==> src/sv/gol_pkg.sv <==
// ----------------------------------------------------------------------------
// gol_pkg
// Shared types and constants for the life grid generation step.
// ----------------------------------------------------------------------------
package gol_pkg;

    // grid size
    localparam int GRID_W = 64;
    localparam int GRID_H = 64;

    localparam int ADDR_W = (GRID_H > 1) ? $clog2(GRID_H) : 1;
    localparam int CNT_W  = $clog2(GRID_H + 1);

    // stream field widths
    localparam int OP_W    = 2;
    localparam int IDX_W   = 6;
    localparam int DATA_W  = 64;
    localparam int TDATA_W = ((DATA_W + IDX_W + 7) / 8) * 8;

    typedef enum logic [OP_W-1:0] {
        OP_LOAD    = 2'd0,
        OP_ADVANCE = 2'd1,
        OP_READ    = 2'd2,
        OP_NOP     = 2'd3
    } op_t;

    typedef enum logic [2:0] {
        ST_IDLE,
        ST_SWEEP,
        ST_FLUSH,
        ST_READ,
        ST_HOLD
    } state_t;

endpackage

==> src/sv/gol_cell_lane.sv <==
// ----------------------------------------------------------------------------
// gol_cell_lane
// B3/S23 rule for one cell from its eight neighbors.
// ----------------------------------------------------------------------------
module gol_cell_lane
    import gol_pkg::*;
(
    input  logic [7:0] nbr,
    input  logic       self_alive,
    output logic       alive_next
);

    logic [3:0] n;

    always_comb
    begin
        n = '0;
        for (int i = 0; i < 8; i++)
        begin
            n = n + 4'(nbr[i]);
        end
        alive_next = (n == 4'd3) || (self_alive && (n == 4'd2));
    end

endmodule

==> src/sv/gol_row_engine.sv <==
// ----------------------------------------------------------------------------
// gol_row_engine
// One lane per column computes the next row; the lane outputs are merged
// into a registered row word.
// ----------------------------------------------------------------------------
module gol_row_engine
    import gol_pkg::*;
(
    input  logic              clk,
    input  logic [GRID_W-1:0] above,
    input  logic [GRID_W-1:0] here,
    input  logic [GRID_W-1:0] below,
    output logic [GRID_W-1:0] next_row
);

    // dead border column on each side
    logic [GRID_W+1:0] a_pad;
    logic [GRID_W+1:0] h_pad;
    logic [GRID_W+1:0] b_pad;
    logic [GRID_W-1:0] lane_alive;
    logic [GRID_W-1:0] next_row_reg;

    assign a_pad = {1'b0, above, 1'b0};
    assign h_pad = {1'b0, here, 1'b0};
    assign b_pad = {1'b0, below, 1'b0};

    for (genvar x = 0; x < GRID_W; x++)
    begin : g_lane
        gol_cell_lane u_lane (
            .nbr        ({a_pad[x], a_pad[x+1], a_pad[x+2],
                          h_pad[x], h_pad[x+2],
                          b_pad[x], b_pad[x+1], b_pad[x+2]}),
            .self_alive (here[x]),
            .alive_next (lane_alive[x])
        );
    end

    always_ff @(posedge clk)
    begin
        next_row_reg <= lane_alive;
    end

    assign next_row = next_row_reg;

endmodule

==> config.mk <==
export PLATFORM = sky130hd
export DESIGN_NAME = gol_row_engine
export DESIGN_NICKNAME = d
export VERILOG_FILES = /design/src/sv/gol_pkg.sv /design/src/sv/gol_cell_lane.sv /design/src/sv/gol_row_engine.sv
export SDC_FILE = /design/constraint.sdc
export NUM_CORES = 1
export LEC_CHECK = 0
export BUFFER_PORTS_ARGS = -buffer_cell sky130_fd_sc_hd__buf_2
export CORE_MARGIN = 5
export CORE_UTILIZATION = 25
export DETAILED_ROUTE_END_ITERATION = 10
export HOLD_SLACK_MARGIN = 0.08
export SYNTH_ARGS = -nofsm -noshare
export SYNTH_HDL_FRONTEND = slang
export SYNTH_SLANG_ARGS = --single-unit
==> constraint.sdc <==
create_clock -name clk -period 6.25 [get_ports clk]
set_input_delay 0.3125 -clock clk [delete_from_list [all_inputs] [get_ports clk]]
set_output_delay 0.3125 -clock clk [all_outputs]
set_load 0.02 [all_outputs]
# Word level (Yosys, flattened, before mapping)
# Index checks and enable logic that the tools add are counted.
# totals
register_bits	64
in_bits	193
# classes
reduce_logical	128
eq_ne	128
n_addsub	441
# op_table
cell	n
4-bit by 1-bit adder with 4-bit output	378
4-bit by 2-bit equality test with 1-bit output, second input constant	128
1-bit by 1-bit adder with 2-bit output	63
1-bit logical AND	64
1-bit logical OR	64

# Logic depth before layout (Yosys ltp)
# logic_depth
depth_word	10
mapped_depth	11
mapped_depth_nobuf	11

# Modules after synthesis
# From an unflattened synthesis, not the netlist that was laid out.
# unflattened
hier_cells	1537
hier_area_um2	13706.9
# modules_own_cells
mod	area_each_um2	cells_per_inst	instances
gol_cell_lane (g_lane[0].u_lane ...)	200.2	23	38
gol_cell_lane (g_lane[24].u_lane ...)	185.2	23	26
gol_row_engine	1285.0	65	1

# Least setup slack after synthesis
# OpenSTA, ideal clock, no wires.
# synth_path
path_kind	input-to-reg
from	input below[62]
to	register next_row_reg[62], in the netlist next_row[62]
arrival_time_ps	2631
required_ps	6164
path_stages	9
setup_ps	86
setup_slack_ps	3534
cell_sequence	ha_1 > inv_1 > fa_1 > fa_1 > inv_1 > fa_1 > inv_1 > fa_1 > a211oi_1
# synth_between
elab_chain_cells	10
word_cells_on_any_way	11
# synth_rtl
element	line	rtl
start, declared	gol_row_engine.sv:12	input logic [GRID_W-1:0] below,
1-bit by 1-bit adder with 2-bit output *	gol_cell_lane.sv:20	n = n + 4'(nbr[i]);
4-bit by 1-bit adder with 4-bit output * (6 in a row)	gol_cell_lane.sv:20	
4-bit by 2-bit equality test with 1-bit output	gol_cell_lane.sv:22	alive_next = (n == 4'd3) || (self_alive && (n == 4'd2));
1-bit logical AND	gol_cell_lane.sv:22	
1-bit logical OR *	gol_cell_lane.sv:22	
named net g_lane[62].u_lane.alive_next	gol_cell_lane.sv:10	output logic alive_next
end signal, assigned	gol_row_engine.sv:40	next_row_reg <= lane_alive;
end, declared	gol_row_engine.sv:21	logic [GRID_W-1:0] next_row_reg;
# Mark *: on every way through the listed nets, which the timed path passes. The rest lies on a longest branch.

# Worst setup path in the final report
# layout_path
from	input below[29]
to	register next_row_reg[29], in the netlist next_row[29]
# layout_between
elab_chain_cells	10
word_cells_on_any_way	11
# layout_rtl
element	line
1-bit by 1-bit adder with 2-bit output *	gol_cell_lane.sv:20
4-bit by 1-bit adder with 4-bit output * (6 in a row)	gol_cell_lane.sv:20
4-bit by 2-bit equality test with 1-bit output	gol_cell_lane.sv:22
1-bit logical AND	gol_cell_lane.sv:22
1-bit logical OR *	gol_cell_lane.sv:22
named net g_lane[29].u_lane.alive_next	gol_cell_lane.sv:10
# Marks and branches as above.

==> summary.md <==
| Metric | Value |
|---|---|
| Status | `complete, no violations` |
| Final ANT Viol Nets | `0` |
| Most used DFF post-synth | `dfxtp_1` |
| Starting Density | `25.2%` |
| Cell taking the most area after synthesis | `fa_1` |
| Pleak | `8.75 nW` |
| Number of synthesized flops with an enable pin | `0` |
| Sum Neg Setup Slack | `0 ps` |
| TritonRoute pass-1 iters | `4` |
| CTS root buffer | `clkbuf_16` |
| Setup bufs post-CTS | `0` |
| Slew @ Worst Pin | `321 ps` |
| Synth top area cells | `fa_1 (40%), ha_1 (19%), inv_1 (17%)` |
| Die area | `roughly 0.055 mm²` |
| Layout cells sized above 1 | `17.5%` |
| Register area | `0.00128 mm²` |
| WL final | `30200 µm` |
| Crit path launch type | `input port` |
| RSZ-0062 raised after global routing | `no` |
| Die width | `between 200 and 250 µm` |
| Tot GR Track Use | `between 10% and 20%` |
| Number of fill cells | `5305` |
| Routability cong. | `0.831` |
| Multi-input logic area | `0.00918 mm²` |
| Max-Cap Viols | `0` |
| Vias in the first global route | `11000` |
| First-pass GRT wire length | `52200 µm` |
| CTS tree | `done` |
| CTS Buffer Depth | `2` |
| Number of clock sinks | `64` |
| Clock Pin Slew Worst Setup and Hold Paths | `70 ps` |
| Gate Count Post-Synth | `1399` |
| Mapped Avg Cell Area | `slightly above 9 µm²` |
| Area Growth Syn to Fin | `19.1%` |
| Starting DRT DRC Count | `185` |
| Synth Net Count | `2033` |
| Row count | `82` |
| Final std cells w/o fill | `2345` |
| Post-CTS Resized | `0` |
| CP arrival | `2910 ps` |
| Pwr Total | `about 3.2 mW` |
| FFs w/ async S/R, synth | `0%` |
| Fmax | `about 0.38 GHz` |
| CP Capture Type | `flip-flop` |
| Hold Violations, Final | `0` |
| Netlist cell types | `17` |
| Fin. max-slew vios | `0` |
| Setup-failing EPs final | `0` |
| Area of the mapped netlist | `0.0127 mm²` |
| Power density over cell area | `~210 mW/mm²` |
| Routed vias | `9510` |
| Worst-path fanout max | `3` |
| Final period util | `42.5%` |
| Chip height | `235 µm` |
| FF+latch count, synth | `64` |
| Cells after DPL | `2327` |
| Hold crit path type | `in -> reg` |
| Post-layout min period | `approximately 2700 ps` |
| GRT overflow | `0` |
| CTS buffer count | `9` |
| H-tree levels | `3` |
| VDD IR max | `0.125 mV` |
| Worst relative slew slack | `78.5%` |
| Syn. warnings | `0` |
| Hold_buf cts | `0` |
| Sequential fraction of the synthesis area | `10.1%` |
| Top cells by count, synth | `inv_1 (587), fa_1 (252), ha_1 (189), nor2_1 (85), dfxtp_1 (64)` |
| # port buffers | `256` |
| Max reg flops | `64` |
| Initial antenna violation count | `3` |
| Core area | `0.0502 mm²` |
| Kind of critical path | `in -> reg` |
| Routed len/inst | `about 13 µm` |
| Area share of the largest cell type after synthesis | `39.8%` |
| Number of remaining DRC errors | `0` |
| Via density | `4.06` |
| Post-DP HPWL | `between 20000 and 30000 µm` |
| Top-level I/O count | `257` |
| Largest net degree at the start of global routing | `12` |
| Critical path required time | `6510 ps` |
| NumNets Final | `2300` |
| Count leader, synth | `inv_1` |
==> power by group <==
group / internal [mW] / total, mW / switching [mW]
registers: 0.555 / 0.603 / 0.0480
clock network: 0.306 / 0.550 / 0.244
logic: 0.868 / 2.06 / 1.19
total: 1.73 / 3.21 / 1.48
==> stage by stage <==
stage          hold WS, ps  worst slack [ps]  cell area, µm²  utilization (%)
3_3_place_gp           603              3190           14800             29.5
4_1_cts                184              3610           15100             30.0
2_1_floorplan          477              3530           12700                -
3_5_place_dp           611              3200           14800             29.5
6_report               222              3590           15100             30.1
5_1_grt                221              3490           15100             30.1
==> per-layer routing <==
layer  routed length, µm  up-vias  global-route usage, %
met5                  13        -                      0
met4                 669        2                   3.86
li1                    -     4608                      -
met1               12200     4695                   13.2
met3                1530       36                   2.77
met2               15800      169                   21.0
==> kinds of logic after synthesis <==
family,share of synthesized area (%)
AOI/OAI and AO/OA,6.75
adders and majority gates,58.5
buffers and inverters,17.4
DFF,10.1
and+or+nand+nor,7.23
==> placed cells by master (no fill, tap or decap), types with 7 or more instances in the layout <==
cell type	Yosys	routed
dfxtp_1	64	64
a211oi_1	13	13
a211o_1	7	7
buf_2	0	256
a31oi_1	49	49
clkbuf_16	0	9
nand2_1	49	49
ha_1	189	189
nor3_1	28	28
a2111oi_2	21	21
o22ai_1	7	7
fa_1	252	252
inv_1	587	587
nor2b_1	28	28
nor2_1	85	85
==> path summary, 6_finish.rpt <==
path                   from      endpoint  cells after the start
setup / recovery  below[29]  next_row[29]                     10
hold / removal     here[63]  next_row[63]                      3
==> critical path, stage by stage <==
cell and delay, ps:
buf_2 120, ha_1 280, inv_1 70, fa_1 420, fa_1 500, inv_1 50, fa_1 390, inv_1 80
fa_1 420, a2111oi_2 260
==> cell type report <==
type | instances | area share, %
clock buffer | 9 | 1.49
clock inverter | 7 | 0.415
antenna | 2 | 0.0332
inverter | 587 | 14.6
tap | 672 | 5.58
multi-input combinational | 748 | 60.9
timing repair buffer | 256 | 8.50
sequential | 64 | 8.50
Note: power is estimated with default switching activity, not from simulation.
